### config.mk
export PLATFORM = sky130hd
export DESIGN_NAME = json_string_control_escaper_core
export DESIGN_NICKNAME = d
export VERILOG_FILES = /design/src/rtl/jsce_pkg.sv /design/src/rtl/json_string_control_escaper_core.sv /design/src/rtl/jsce_decode.sv /design/src/rtl/jsce_emit.sv
export SDC_FILE = /design/constraint.sdc
export NUM_CORES = 1
export LEC_CHECK = 0
export BUFFER_PORTS_ARGS = -buffer_cell sky130_fd_sc_hd__buf_4
export CORE_MARGIN = 4
export CORE_UTILIZATION = 45
export DETAILED_ROUTE_END_ITERATION = 16
export GPL_ROUTABILITY_DRIVEN = 0
export GPL_TIMING_DRIVEN = 1
export PLACE_DENSITY = 0.67
export SLEW_MARGIN = 10
export SYNTH_ARGS = -nofsm -noshare
export SYNTH_HDL_FRONTEND = slang
export SYNTH_HIERARCHICAL = 1
export SYNTH_SLANG_ARGS = --single-unit
### constraint.sdc
create_clock -name clk -period 3.3 [get_ports clk]
set_clock_uncertainty 0.1 [all_clocks]
set_input_delay 0.825 -clock clk [delete_from_list [all_inputs] [get_ports clk]]
set_output_delay 0.825 -clock clk [all_outputs]
set_load 0.005 [all_outputs]
### src/rtl/jsce_pkg.sv
// Types, character codes and helpers for the JSON string escaper.
package jsce_pkg;

	localparam logic [7:0] CHAR_QUOTE     = 8'h22;
	localparam logic [7:0] CHAR_BACKSLASH = 8'h5c;
	localparam logic [7:0] CHAR_LF        = 8'h0a;
	localparam logic [7:0] CHAR_CR        = 8'h0d;
	localparam logic [7:0] CHAR_TAB       = 8'h09;
	localparam logic [7:0] CHAR_N         = 8'h6e;
	localparam logic [7:0] CHAR_R         = 8'h72;
	localparam logic [7:0] CHAR_T         = 8'h74;
	localparam logic [7:0] CHAR_U         = 8'h75;
	localparam logic [7:0] CHAR_ZERO      = 8'h30;
	localparam logic [7:0] CTRL_LIMIT     = 8'h20;

	// Last sequence index of each expansion.
	localparam logic [2:0] SHORT_LAST_IDX   = 3'd1;
	localparam logic [2:0] UNICODE_LAST_IDX = 3'd5;

	typedef enum logic [1:0] {
		KIND_COPY,
		KIND_SHORT,
		KIND_UNICODE
	} item_kind_t;

	// Decoded expansion: COPY carries the byte, SHORT the escape letter,
	// UNICODE the control code.
	typedef struct packed {
		item_kind_t  kind;
		logic [7:0]  data;
	} esc_item_t;

	function automatic logic [7:0] hex_ascii(input logic [3:0] v);
		logic [7:0] r;
		if (v < 4'd10) begin
			r = CHAR_ZERO + {4'h0, v};
		end else begin
			r = 8'h57 + {4'h0, v};
		end
		return r;
	endfunction

endpackage

### src/rtl/json_string_control_escaper_core.sv
// Top level of the JSON string control-character escaper.
//
// channel  direction  signals                                  payload
// in       sink       in_valid / in_ready                      in_byte, first_of_message
// out      source     out_valid / out_ready                    out_byte, last_of_run
//
// One input byte is taken per cycle while each produces a single output byte and the output is not stalled.
// A two-byte escape or a six-byte unicode escape occupies the output for each of its bytes;
// once the decode stage is full, this holds the input back while the output sequencer's
// byte counter steps through those bytes.
// An input byte passes the decode stage register, then the output sequencer register.
// Reset clears the string and escape tracking and empties both stages.
// With the output stalled, one more input byte is taken into the decode stage.
module json_string_control_escaper_core import jsce_pkg::*; (
	input  logic       clk,
	input  logic       arst_n,
	input  logic       in_valid,
	output logic       in_ready,
	input  logic [7:0] in_byte,
	input  logic       first_of_message,
	output logic       out_valid,
	input  logic       out_ready,
	output logic [7:0] out_byte,
	output logic       last_of_run
);

	logic      item_valid;
	logic      item_ready;
	esc_item_t item;

	jsce_decode u_decode (
		.clk              (clk),
		.arst_n           (arst_n),
		.in_valid         (in_valid),
		.in_ready         (in_ready),
		.in_byte          (in_byte),
		.first_of_message (first_of_message),
		.item_valid       (item_valid),
		.item_ready       (item_ready),
		.item             (item)
	);

	jsce_emit u_emit (
		.clk         (clk),
		.arst_n      (arst_n),
		.item_valid  (item_valid),
		.item_ready  (item_ready),
		.item        (item),
		.out_valid   (out_valid),
		.out_ready   (out_ready),
		.out_byte    (out_byte),
		.last_of_run (last_of_run)
	);

endmodule

### src/rtl/jsce_decode.sv
// Input stage: string tracking and classification of each byte.
module jsce_decode import jsce_pkg::*; (
	input  logic       clk,
	input  logic       arst_n,
	input  logic       in_valid,
	output logic       in_ready,
	input  logic [7:0] in_byte,
	input  logic       first_of_message,
	output logic       item_valid,
	input  logic       item_ready,
	output esc_item_t  item
);

	logic      inside_q;
	logic      escape_q;
	logic      valid_s1;
	esc_item_t item_s1;

	logic      ins_cur;
	logic      esc_cur;
	logic      ins_nxt;
	logic      esc_nxt;
	esc_item_t dec;
	logic      accept;

	assign in_ready   = !valid_s1 || item_ready;
	assign accept     = in_valid && in_ready;
	assign item_valid = valid_s1;
	assign item       = item_s1;

	always_comb begin
		ins_cur  = first_of_message ? 1'b0 : inside_q;
		esc_cur  = first_of_message ? 1'b0 : escape_q;
		ins_nxt  = ins_cur;
		esc_nxt  = 1'b0;
		dec.kind = KIND_COPY;
		dec.data = in_byte;
		if (esc_cur) begin
			// copy the escaped byte verbatim
		end else if (!ins_cur) begin
			ins_nxt = (in_byte == CHAR_QUOTE);
		end else if (in_byte == CHAR_BACKSLASH) begin
			esc_nxt = 1'b1;
		end else if (in_byte == CHAR_QUOTE) begin
			ins_nxt = 1'b0;
		end else if (in_byte == CHAR_LF) begin
			dec.kind = KIND_SHORT;
			dec.data = CHAR_N;
		end else if (in_byte == CHAR_CR) begin
			dec.kind = KIND_SHORT;
			dec.data = CHAR_R;
		end else if (in_byte == CHAR_TAB) begin
			dec.kind = KIND_SHORT;
			dec.data = CHAR_T;
		end else if (in_byte < CTRL_LIMIT) begin
			dec.kind = KIND_UNICODE;
		end
	end

	always_ff @(posedge clk or negedge arst_n) begin
		if (!arst_n) begin
			inside_q <= 1'b0;
			escape_q <= 1'b0;
			valid_s1 <= 1'b0;
		end else if (accept) begin
			inside_q <= ins_nxt;
			escape_q <= esc_nxt;
			valid_s1 <= 1'b1;
		end else if (item_ready) begin
			valid_s1 <= 1'b0;
		end
	end

	always_ff @(posedge clk) begin
		if (accept) begin
			item_s1 <= dec;
		end
	end

endmodule

### src/rtl/jsce_emit.sv
// Output sequencer: expands one decoded item into 1, 2 or 6 bytes.
module jsce_emit import jsce_pkg::*; (
	input  logic       clk,
	input  logic       arst_n,
	input  logic       item_valid,
	output logic       item_ready,
	input  esc_item_t  item,
	output logic       out_valid,
	input  logic       out_ready,
	output logic [7:0] out_byte,
	output logic       last_of_run
);

	logic       cur_valid_q;
	esc_item_t  cur_item_q;
	logic [2:0] idx_q;
	logic       is_last;

	always_comb begin
		is_last  = 1'b1;
		out_byte = cur_item_q.data;
		unique case (cur_item_q.kind)
			KIND_COPY: begin
				is_last  = 1'b1;
				out_byte = cur_item_q.data;
			end
			KIND_SHORT: begin
				is_last  = (idx_q == SHORT_LAST_IDX);
				out_byte = is_last ? cur_item_q.data : CHAR_BACKSLASH;
			end
			KIND_UNICODE: begin
				is_last = (idx_q == UNICODE_LAST_IDX);
				case (idx_q)
					3'd0:    out_byte = CHAR_BACKSLASH;
					3'd1:    out_byte = CHAR_U;
					3'd2:    out_byte = CHAR_ZERO;
					3'd3:    out_byte = CHAR_ZERO;
					3'd4:    out_byte = hex_ascii(cur_item_q.data[7:4]);
					default: out_byte = hex_ascii(cur_item_q.data[3:0]);
				endcase
			end
			default: begin
				is_last  = 1'b1;
				out_byte = cur_item_q.data;
			end
		endcase
	end

	assign out_valid   = cur_valid_q;
	assign last_of_run = is_last;
	assign item_ready  = !cur_valid_q || (out_ready && is_last);

	always_ff @(posedge clk or negedge arst_n) begin
		if (!arst_n) begin
			cur_valid_q <= 1'b0;
			idx_q       <= 3'd0;
		end else if (item_ready) begin
			cur_valid_q <= item_valid;
			idx_q       <= 3'd0;
		end else if (out_ready) begin
			// advance within the current expansion
			idx_q <= idx_q + 3'd1;
		end
	end

	always_ff @(posedge clk) begin
		if (item_ready && item_valid) begin
			cur_item_q <= item;
		end
	end

endmodule

After elaboration in Yosys (flattened, before gate mapping)
Index checks and enable logic that the tools add are counted.
{"block": "totals", "output_inout_bits": 11, "elab_cells": 72, "input_bits": 13, "ff_bits": 27}
{"block": "op_classes", "bitwise_logic": 1, "mux": 28, "n_lt_le_gt_ge": 3, "addsub": 5, "n_eq_ne": 12, "n_reduce_logical": 13}
{"op": "$mux 8", "n": 8}
{"op": "$pmux 8 s4", "n": 1}
{"op": "$eq 8x4->1 const B", "n": 3}
{"op": "$mux 9", "n": 2}
{"op": "$add 7x4->8 const A", "n": 2}
{"op": "$pmux 8 s2", "n": 1}
{"op": "$add 6x4->7 const A", "n": 2}
{"op": "$mux 1", "n": 12}
{"op": "$eq 8x6->1 const B", "n": 1}
{"op": "$eq 8x7->1 const B", "n": 1}
{"op": "$lt 4x4->1 const B", "n": 2}
{"op": "$lt 8x6->1 const B", "n": 1}
{"op": "$reduce_or 7->1", "n": 1}
{"op": "$eq 3x2->1 const B", "n": 2}
{"op": "$eq 3x3->1 const B", "n": 2}
{"op": "$mux 3", "n": 2}
{"op": "$reduce_bool 2->1", "n": 2}
{"op": "$reduce_or 4->1", "n": 1}
{"op": "$add 3x1->3 const B", "n": 1}
{"op": "$eq 3x1->1 const B", "n": 1}
{"op": "$logic_and 1x1->1", "n": 3}
{"op": "$logic_not 3->1", "n": 1}
{"op": "$eq 2x1->1 const B", "n": 1}
{"op": "$eq 2x2->1 const B", "n": 1}
{"op": "other kinds (6)", "n": 8}

Longest topological paths before layout
Gate-level depths: netlist of run 1.
{"block": "logic_depth", "depth_word": 9, "mapped_depth": 10}

Modules after synthesis
Netlist of run 1, hierarchy kept.
{"module": "jsce_emit", "area_each_um2": 1117.3, "instances": 1, "cells_each": 115}
{"module": "jsce_decode", "area_each_um2": 661.9, "instances": 1, "cells_each": 55}

Worst setup path before layout of run 1
No wires, ideal clock.
{"block": "synth_path", "path_kind": "register to output", "from": "register u_emit.idx_q[0]", "to": "output port out_byte[5]", "path_buffers": 0, "stages_incl_launch_ff": 6, "arrival_ns": 1.527, "setup_slack_ns": 0.848, "cell_sequence": "dfrtp_1 -> ha_1 -> ha_1 -> or4b_1 -> o21ai_0 -> o21ai_1"}
{"block": "synth_between", "elab_chain_len": 4, "elab_cells_between_ends": 9, "classes_between": "4 x eq/ne; 3 x mux; 2 x reduce/logical"}
{"element": "start, declared", "line_no": "jsce_emit.sv:16", "rtl": "logic [2:0] idx_q;"}
{"element": "start signal, assigned", "line_no": "jsce_emit.sv:62", "rtl": "idx_q <= idx_q + 3'd1;"}
{"element": "$eq 3x2->1", "line_no": "jsce_emit.sv:33", "rtl": "case (idx_q)"}
{"element": "$reduce_or 2->1 (no line)"}
{"element": "$pmux 8 s4", "line_no": "jsce_emit.sv:33"}
{"element": "$pmux 8 s2 (*)", "line_no": "jsce_emit.sv:22", "rtl": "unique case (cur_item_q.kind)"}
{"element": "end, declared", "line_no": "json_string_control_escaper_core.sv:23", "rtl": "output logic [7:0] out_byte,"}
Every way passes the cells marked *; elsewhere a longest branch is shown, timed or not.

Final worst setup path of run 1
{"block": "layout_path", "from": "register u_emit.idx_q[2]", "to": "output port out_byte[4]"}
The elaborated chain is that of the path after synthesis.

==> flow_summary.ini, run 1 <==
[synthesis]
synthesis.area_per_instance_um2 = 10.47
synth_edf_count = 20
synth_seq_area_share = 0.4360
post_synth_instance_area_um2 = 1779
synth-compound-area-share = 0.2405
synth_nets = 192
synth_ff_type = edfxtp_1
synthAdderAreaFrac = 0.06329
share_of_flip_flops_with_an_asynchronous_set_or_reset_after_synthesis = 0.2593
yosys.cell_types.count = 66
synth.mux.area_fraction = 0.01406
post_synthesis_share_of_cell_area_spent_on_and_or_nand_and_nor_gates = 0.1969
synth_cells = 170
synth-xor-area-share = 0
ys.warnings.count = 6
synth_top_family_by_area = compound AO/OA/AOI/OAI gates
yosys_register_bits = 27

[drt]
num_vias = 1393
total_wirelength_of_the_detailed_routed_design_mm = 3.405
detail_route.first_pass.iterations = 4
avgRoutedWirePerCell_um = 14.13
dr.first_iter.drc_count = 125
drcViolationCount = 0
via_density_per_instance = 5.780
ant_nets = 0

[cts]
worstSkewPairLatency_ps = 260
postCtsResizedCells = 0
tritoncts_clock_tree = done
clkSlewWorstSetupHoldPaths_ps = 80
htree_num_levels = 1
post_cts.repair.setup_buffers = 0
cts.sinks = 27
cts-buffers-inserted = 3
clockRootBuffer = clkbuf_8
clockBufferDepth = 2
cts_hold_repair.buffers = 0

[hold_path]
type_of_the_most_critical_hold_path = input port to asynchronous set/reset pin

[sta]
finalHoldViolations = 0
fmax_mhz = 325.6
tightest_slew_ps = 503.7
fin_setup_tns_ps = 0
max_slew_violation_count = 0
rsz_0062_raised_after_global_routing = no
portion_of_the_clock_cycle_consumed_by_the_worst_path_in_the_final_layout = 0.9306
fin_crit_ps = 3071
setup-violations-final = 0
slew-limit-headroom = 0.6642

[critical_path]
endpoint_kind = primary output
critical_path.slowest_cell = dfrtp_1
cp_cell_sequence = inv_1 > ha_1 > nor2_4 > nand2_1 > o311ai_1 > a22oi_2 > buf_4
crit_fanout = 13
critical_path_class = register to primary output
worst_ep_arrival_time_ps = 2150
worst_path_dominant_cell_family = flip-flops
timing.critical_path.required_ps = 2370
nature_of_the_critical_path_startpoint = register
crit_buf_inv = 2
crit_path_max_cell_delay_ps = 600

[cells_and_area]
layout.cells.non_filler = 241
nets = 216
utilization = 0.5451
final_layout_size_suffix_gt1_frac = 0.2539
area_delta_synth_final_pct = 14.70
layout.cells.most_common_list = buf_4 (24), edfxtp_1 (20), inv_1 (16)
diodes = 0
most_common_cell_after_layout_fill_and_taps_aside = buf_4

[power_and_ir_drop]
power.leakage_nw = 0.7985
power.total_mw = 1.494
power_density_nw_per_um2 = 732.0
peakVddDrop_mv = 0.2384

[placed_design]
numPlacedInstances = 237
buffer_ports.inserted = 23
detailedPlacementHpwl_mm = 2.789

[floorplan]
row_count = 22
core_um2 = 3744
io_pins = 24
die_width_um = 70.88
die_h_um = 70.88
floorplan.die_area_um2 = 5024
start_util = 0.4753

[global_routing]
grt-ovfl-total = 0
grt_max_degree = 17
grt_pass1_wl_mm = 5.940
first_global_vias = 1363
groute.usage.overall = 0.1433
grt_antenna_before_repair = 0

[run]
maxCapViolations = 0

[run_status]
run_status = finished, final reports clean
synthesized netlist by cell type (all sizes together) (4+ instances only):
| cell | number | area, um^2 |
|---|---|---|
| ha | 9 | 112.6 |
| and2 | 4 | 28.79 |
| nor2 | 10 | 45.04 |
| o22ai | 4 | 25.02 |
| nor2b | 4 | 25.02 |
| nor3 | 4 | 25.02 |
| o211ai | 4 | 30.03 |
| nand3 | 5 | 25.02 |
| edfxtp | 20 | 600.6 |
| nand2b | 5 | 33.78 |
| a21oi | 6 | 41.29 |
| nand2 | 12 | 47.55 |
| o21ai | 9 | 45.04 |
| inv | 16 | 60.06 |
| dfrtp | 7 | 175.2 |
cells by family after synthesis:
family                     count (synthesis)
AOI/OAI and AO/OA                         53
buffers and inverters                     21
muxes                                      2
DFF                                       27
adders and majority gates                  9
and+or+nand+nor                           58
state kept, by name (all words and copies together) (netlist names):
signal / count
u_emit/out_valid: 1
u_decode/item: 10
u_emit/idx_q: 3
u_emit/cur_item_q: 10
u_decode/escape_q: 1
u_decode/item_valid: 1
u_decode/inside_q: 1
metal layers:
metal	vias to the layer above	routed length (um)	global-route usage
met5	-	0	0
met4	0	110	0.06889
met3	13	156	0.01705
met2	44	1749	0.2533
met1	653	1389	0.1721
li1	683	-	-
per-stage QoR:
stage / hold slack [ps] / setup WS, ps / instance area [um^2]
after detailed placement: 306.3 / 538.8 / 1992
after global routing: 244.3 / 46.19 / 2041
after floorplan: 300.3 / 848.2 / 1779
after CTS: 249.9 / 239.8 / 2041
final: 254.1 / 229.1 / 2041
after global placement: 304.4 / 579.0 / 1992
worst paths after layout:
kind	start	end	slack [ps]	cells after the start
max	u_emit/idx_q[2]$_DFFE_PN0P_	out_byte[4]	230	7
min	arst_n	u_decode/escape_q$_DFFE_PN0P_	250	1
max reg2reg	u_emit/cur_item_q[9]$_DFFE_PP_	u_decode/item[8]$_SDFFCE_PP0P_	870	6
min reg2reg	u_decode/item[8]$_SDFFCE_PP0P_	u_emit/cur_item_q[8]$_DFFE_PP_	330	0
max in group asynchronous	arst_n	u_emit/idx_q[1]$_DFFE_PN0P_	2730	1
min in group clk	u_decode/item[8]$_SDFFCE_PP0P_	u_emit/cur_item_q[8]$_DFFE_PP_	330	0
cell type report:
type	count	area, um^2
multi-input combinational	122	915.9
clock buffer	3	41.29
clock inverter	1	7.507
timing repair buffer	24	180.2
inverter	16	60.06
fill	341	1703
tap	48	60.06
sequential	27	775.7
power breakdown:
group | leakage, nW | switching, mW | internal (mW)
sequential | 0.276 | 0.0636 | 0.460
clock | 0.0217 | 0.0938 | 0.0854
combinational | 0.501 | 0.433 | 0.359
worst reg2reg max path, delay by kind of cell (launching register included):
family                     cells  cell delay [ps]
buffers and inverters          1              250
AOI/OAI and AO/OA              2              300
DFF                            1              390
adders and majority gates      1              620
and+or+nand+nor                2              480
Power figures use the tool's default switching activity.
==> run 2, diff against run 1 <==
--- a/config.mk
+++ b/config.mk
@@ -5,6 +5,7 @@
 export SDC_FILE = /design/constraint.sdc
 export NUM_CORES = 1
 export LEC_CHECK = 0
+export ABC_CLOCK_PERIOD_IN_PS = 3300
 export BUFFER_PORTS_ARGS = -buffer_cell sky130_fd_sc_hd__buf_4
 export CORE_MARGIN = 4
 export CORE_UTILIZATION = 45
@@ -15,5 +16,4 @@
 export SLEW_MARGIN = 10
 export SYNTH_ARGS = -nofsm -noshare
 export SYNTH_HDL_FRONTEND = slang
-export SYNTH_HIERARCHICAL = 1
 export SYNTH_SLANG_ARGS = --single-unit
==> flow_summary.ini, run 2 <==
[drt]
dr.first_iter.drc_count = 122
ant_nets = 0
detail_route.first_pass.iterations = 4
avgRoutedWirePerCell_um = 14.54
num_vias = 1458
total_wirelength_of_the_detailed_routed_design_mm = 3.664
drcViolationCount = 0
via_density_per_instance = 5.786

[placed_design]
buffer_ports.inserted = 23
placed_cell_area_um2 = 1977
detailedPlacementHpwl_mm = 2.870
numPlacedInstances = 248

[synthesis]
yosys_register_bits = 27
synth_edf_count = 20
synth_seq_area_share = 0.4422
ys.warnings.count = 0
synth_nets = 202
synth_largest_area_cell = edfxtp_1
synth.cells.most_frequent = edfxtp_1 (20), inv_1 (16), nor2_1 (16)
synth_top_cells_by_area = edfxtp_1 (34%), dfrtp_1 (10%), ha_1 (6.4%)
share_of_flip_flops_with_an_asynchronous_set_or_reset_after_synthesis = 0.2593
synthDominantCellAreaShare = 0.3424
synth_cells = 180
synth.most_common_cell = edfxtp_1
synth_ff_type = edfxtp_1
yosys.cell_types.count = 51
post_synth_instance_area_um2 = 1754
synthesis.area_per_instance_um2 = 9.745

[cells_and_area]
final_layout_size_suffix_gt1_frac = 0.1765
final_area_um2 = 2026
layout.cells.non_filler = 252
layout.cells.most_common_list = buf_4 (24), edfxtp_1 (20), inv_1 (16), nor2_1 (16), nand2b_1 (9)
area_delta_synth_final_pct = 15.48
most_common_cell_after_layout_fill_and_taps_aside = buf_4
final.fill_count = 343
utilization = 0.5451
nets = 227
diodes = 0

[floorplan]
die_h_um = 70.44
io_pins = 24
die_width_um = 70.44
core_um2 = 3716
start_util = 0.4721
floorplan.die_area_um2 = 4961
row_count = 22

[critical_path]
setup.reg_to_reg.worst_slack_ps = 1010
worst_ep_arrival_time_ps = 2220
crit_fanout = 12
timing.critical_path.required_ps = 2370
crit_path_max_cell_delay_ps = 430
regToRegEndpoint = u_emit.cur_item_q[2]$_DFFE_PP_
worst-r2r-cell-count = 7
critical_path.slowest_cell = dfrtp_1
crit-reg2reg-launch = u_emit.cur_item_q[8]$_DFFE_PP_
cp_cell_sequence = inv_1 > ha_2 > nor2_1 > o21a_1 > or3_1 > a221o_1 > buf_4
endpoint_kind = primary output
nature_of_the_critical_path_startpoint = register
critical_path_class = register to primary output

[cts]
clockRootBuffer = clkbuf_8
tritoncts_clock_tree = done
clkSlewWorstSetupHoldPaths_ps = 90
cts-buffers-inserted = 3
clockBufferDepth = 2
cts_hold_repair.buffers = 0
worstSkewPairLatency_ps = 270
htree_num_levels = 1
cts.sinks = 27

[power_and_ir_drop]
power.leakage_nw = 0.8281
power_density_nw_per_um2 = 745.1
peakVddDrop_mv = 0.4220

[sta]
setup-violations-final = 0
fin_crit_ps = 3144
tightest_slew_ps = 783.2
fmax_mhz = 318.1
fin_setup_tns_ps = 0
slew-limit-headroom = 0.4768
portion_of_the_clock_cycle_consumed_by_the_worst_path_in_the_final_layout = 0.9526
finalHoldViolations = 0
max_slew_violation_count = 0
rsz_0062_raised_after_global_routing = no

[run_status]
run_status = finished, final reports clean

[global_routing]
grt_max_degree = 16
first_global_vias = 1432
groute.usage.overall = 0.1537
grt_pass1_wl_mm = 6.223
grt_antenna_before_repair = 0
grt-ovfl-total = 0

[hold_path]
type_of_the_most_critical_hold_path = input port to asynchronous set/reset pin

[run]
maxCapViolations = 0
==> run 2: cell types whose count changed in the layout (fill, tap and decap cells not counted), sizes merged, moves of 3 or more <==
cell    previous run  this run
nand2b             5         9
nor2b              4         7
a21boi             3         7
nand2             12         8
nor2              10        17
==> run 2: final cells by class <==
class,instances,area [um^2],share of cell area
clock buffer,3,41.29,0.02038
timing repair buffer,24,180.2,0.08894
sequential,27,775.7,0.3830
tap,48,60.06,0.02965
multi-input combinational,132,899.6,0.4441
inverter,17,63.81,0.03150
clock inverter,1,5.005,0.002471
==> run 2: stage by stage <==
step                power [mW]  hold WS [ps]  worst slack (ps)
global placement         1.294         301.7             438.9
finish                   1.509         244.1             156.5
detailed placement       1.321         304.5             372.1
CTS                      1.510         240.0             56.19
global route             1.619         239.3             80.46
floorplan                1.043         300.3             616.3
==> run 2: worst max path at each step <==
stage,endpoint,depth (start not counted),from
after CTS,out_byte[0],7,u_emit.idx_q[0]$_DFFE_PN0P_
after global routing,out_byte[0],7,u_emit.idx_q[0]$_DFFE_PN0P_
after floorplan,out_byte[0],7,u_emit.idx_q[2]$_DFFE_PN0P_
after detailed placement,out_byte[0],7,u_emit.idx_q[0]$_DFFE_PN0P_
after global placement,out_byte[0],7,u_emit.idx_q[0]$_DFFE_PN0P_
final,out_byte[0],7,u_emit.idx_q[0]$_DFFE_PN0P_
==> run 2: report_power, final <==
group / leakage [nW] / internal (mW) / switching, mW / total (mW)
logic: 0.532 / 0.345 / 0.420 / 0.765
registers: 0.271 / 0.478 / 0.0818 / 0.560
clock network: 0.0255 / 0.0846 / 0.0996 / 0.184
total: 0.828 / 0.908 / 0.602 / 1.51
==> run 2: what timing repair did <==
action / 4_1_cts / 5_1_grt
resized for setup: 0 / 1
setup buffers: 0 / 0
setup endpoints to repair: 0 / 1
==> run 2: cells by family (layout without fill, tap and decap cells) <==
logic type	count (synthesis)	after routing	synth area share
AOI/OAI and AO/OA	52	52	0.2154
DFF	27	27	0.4422
buffers and inverters	21	45	0.04636
and+or+nand+nor	69	69	0.2176
adders and majority gates	9	9	0.06420
muxes	2	2	0.01426
==> run 2: routing by layer <==
metal  wire length (um)  track usage
met1               1543       0.1879
met2               1793       0.2588
met3                237      0.02734
met4                 89      0.07447
met5                  0            0
==> run 2: worst max-delay path: cells and delay by family, from the launching register on <==
family          cells  cell delay (ps)
flops               1              430
fa+ha+maj           1              310
simple gates        2              490
buf+inv             2              260
compound gates      2              460
==> run 3, diff against run 2 <==
--- a/config.mk
+++ b/config.mk
@@ -6,7 +6,7 @@
 export NUM_CORES = 1
 export LEC_CHECK = 0
 export ABC_CLOCK_PERIOD_IN_PS = 3300
-export BUFFER_PORTS_ARGS = -buffer_cell sky130_fd_sc_hd__buf_4
+export BUFFER_PORTS_ARGS = -buffer_cell sky130_fd_sc_hd__clkbuf_2
 export CORE_MARGIN = 4
 export CORE_UTILIZATION = 45
 export DETAILED_ROUTE_END_ITERATION = 16
==> flow_summary.ini, run 3 (synthesis gave the netlist of run 2 again) <==
[cells_and_area]
layout.cells.most_common_list = clkbuf_2 (23), edfxtp_1 (20), inv_1 (16), nor2_1 (16), nand2b_1 (9)
final_area_um2 = 1971
final.fill_count = 357
layout.cells.non_filler = 252
final_layout_size_suffix_gt1_frac = 0.1765
diodes = 0
utilization = 0.5303
nets = 227
area_delta_synth_final_pct = 12.34
most_common_cell_after_layout_fill_and_taps_aside = clkbuf_2

[critical_path]
crit_fanout = 12
timing.critical_path.required_ps = 2370
nature_of_the_critical_path_startpoint = register
worst_ep_arrival_time_ps = 2190
endpoint_kind = primary output
critical_path_class = register to primary output

[floorplan]
floorplan.die_area_um2 = 4961
die_width_um = 70.44
row_count = 22
io_pins = 24
core_um2 = 3716
die_h_um = 70.44
start_util = 0.4721

[drt]
detail_route.first_pass.iterations = 4
total_wirelength_of_the_detailed_routed_design_mm = 3.593
num_vias = 1456
avgRoutedWirePerCell_um = 14.26
ant_nets = 0
via_density_per_instance = 5.778
drcViolationCount = 0
dr.first_iter.drc_count = 146

[power_and_ir_drop]
pwr-share-comb = 0.490
switching_power_as_a_share_of_total_power = 0.4088
power_density_nw_per_um2 = 738.8
peakVddDrop_mv = 0.3207
power.total_mw = 1.456
cellInternalPower_mw = 0.8608
netSwitchingPower_mw = 0.5952
pwr-share-clk = 0.126
seqPwrFrac = 0.384
power.leakage_nw = 0.8092

[cts]
worstSkewPairLatency_ps = 260
cts_hold_repair.buffers = 0
htree_num_levels = 1
clkSlewWorstSetupHoldPaths_ps = 90
post_cts.repair.setup_buffers = 0
cts.sinks = 27
clockBufferDepth = 2
clockRootBuffer = clkbuf_8
cts-buffers-inserted = 3
tritoncts_clock_tree = done

[run_status]
run_status = finished, final reports clean

[placed_design]
buffer_ports.inserted = 23
detailedPlacementHpwl_mm = 2.820
numPlacedInstances = 248
dp_worst_slack_ps = 376.8
placed_cell_area_um2 = 1919

[sta]
fmax_mhz = 321.1
max_slew_violation_count = 0
whs_ps = 278.2
portion_of_the_clock_cycle_consumed_by_the_worst_path_in_the_final_layout = 0.9438
tightest_slew_ps = 796.0
setup-violations-final = 0
rsz_0062_raised_after_global_routing = no
finalHoldViolations = 0
fin_setup_tns_ps = 0
fin_crit_ps = 3115
post-route-worst-setup-slack_ps = 185.3
slew-limit-headroom = 0.4682

[global_routing]
grt_max_degree = 17
first_global_vias = 1412
grt_pass1_wl_mm = 6.058
grt_antenna_before_repair = 0
grt-ovfl-total = 0
groute.usage.overall = 0.1477

[run]
maxCapViolations = 0

[hold_path]
type_of_the_most_critical_hold_path = input port to asynchronous set/reset pin
[run 3: path summary, 6_finish.rpt]
| check | start | end | slack [ps] | depth (start not counted) |
|---|---|---|---|---|
| max | u_emit.idx_q[0]$_DFFE_PN0P_ | out_byte[0] | 190 | 7 |
| min | arst_n | u_decode.escape_q$_DFFE_PN0P_ | 280 | 1 |
| max reg2reg | u_emit.cur_item_q[8]$_DFFE_PP_ | u_emit.cur_item_q[7]$_DFFE_PP_ | 1040 | 7 |
| min reg2reg | u_decode.item[7]$_DFFE_PP_ | u_emit.cur_item_q[7]$_DFFE_PP_ | 330 | 0 |
| max in group asynchronous | arst_n | u_emit.idx_q[0]$_DFFE_PN0P_ | 2660 | 1 |
| min in group clk | u_decode.item[7]$_DFFE_PP_ | u_emit.cur_item_q[7]$_DFFE_PP_ | 330 | 0 |
[run 3: layer usage]
metal / part of all wire / wire [um] / global-route usage / up-vias
met1: 0.42 / 1504 / 0.1769 / 687
met3: 0.050 / 178 / 0.02158 / 7
li1: - / - / - / 714
met5: 0 / 0 / 0 / -
met2: 0.51 / 1850 / 0.2672 / 48
met4: 0.016 / 59 / 0.04894 / 0
[run 3: final cells by class]
type                            instances  area [um^2]  share of cell area
Clock buffer                            3        41.29             0.02095
Sequential cell                        27        775.7              0.3937
Multi-Input combinational cell        132        899.6              0.4565
Timing Repair Buffer                   24        122.6             0.06222
Tap cell                               48        60.06             0.03048
Inverter                               17        63.81             0.03238
Clock inverter                          1        7.507            0.003810
[run 3: timing repair]
action,CTS,global route
endpoints found under the hold margin,0,0
setup endpoints to repair,0,1
gates resized for setup,0,1
[run 3: critical path, stage by stage, from the launching register on]
cell      delay, ps
dfrtp_1         420
inv_1           110
ha_2            310
nor2_1          120
o21a_1          170
or3_1           380
a221o_1         300
clkbuf_2        110
[run 3: power by group through the flow]
stage	registers [mW]	clock network (mW)	logic (mW)
detailed placement	0.566	0	0.705
floorplan	0.542	0	0.501
CTS	0.558	0.189	0.708
finish	0.559	0.183	0.714
global route	0.572	0.200	0.794
global placement	0.559	0	0.687
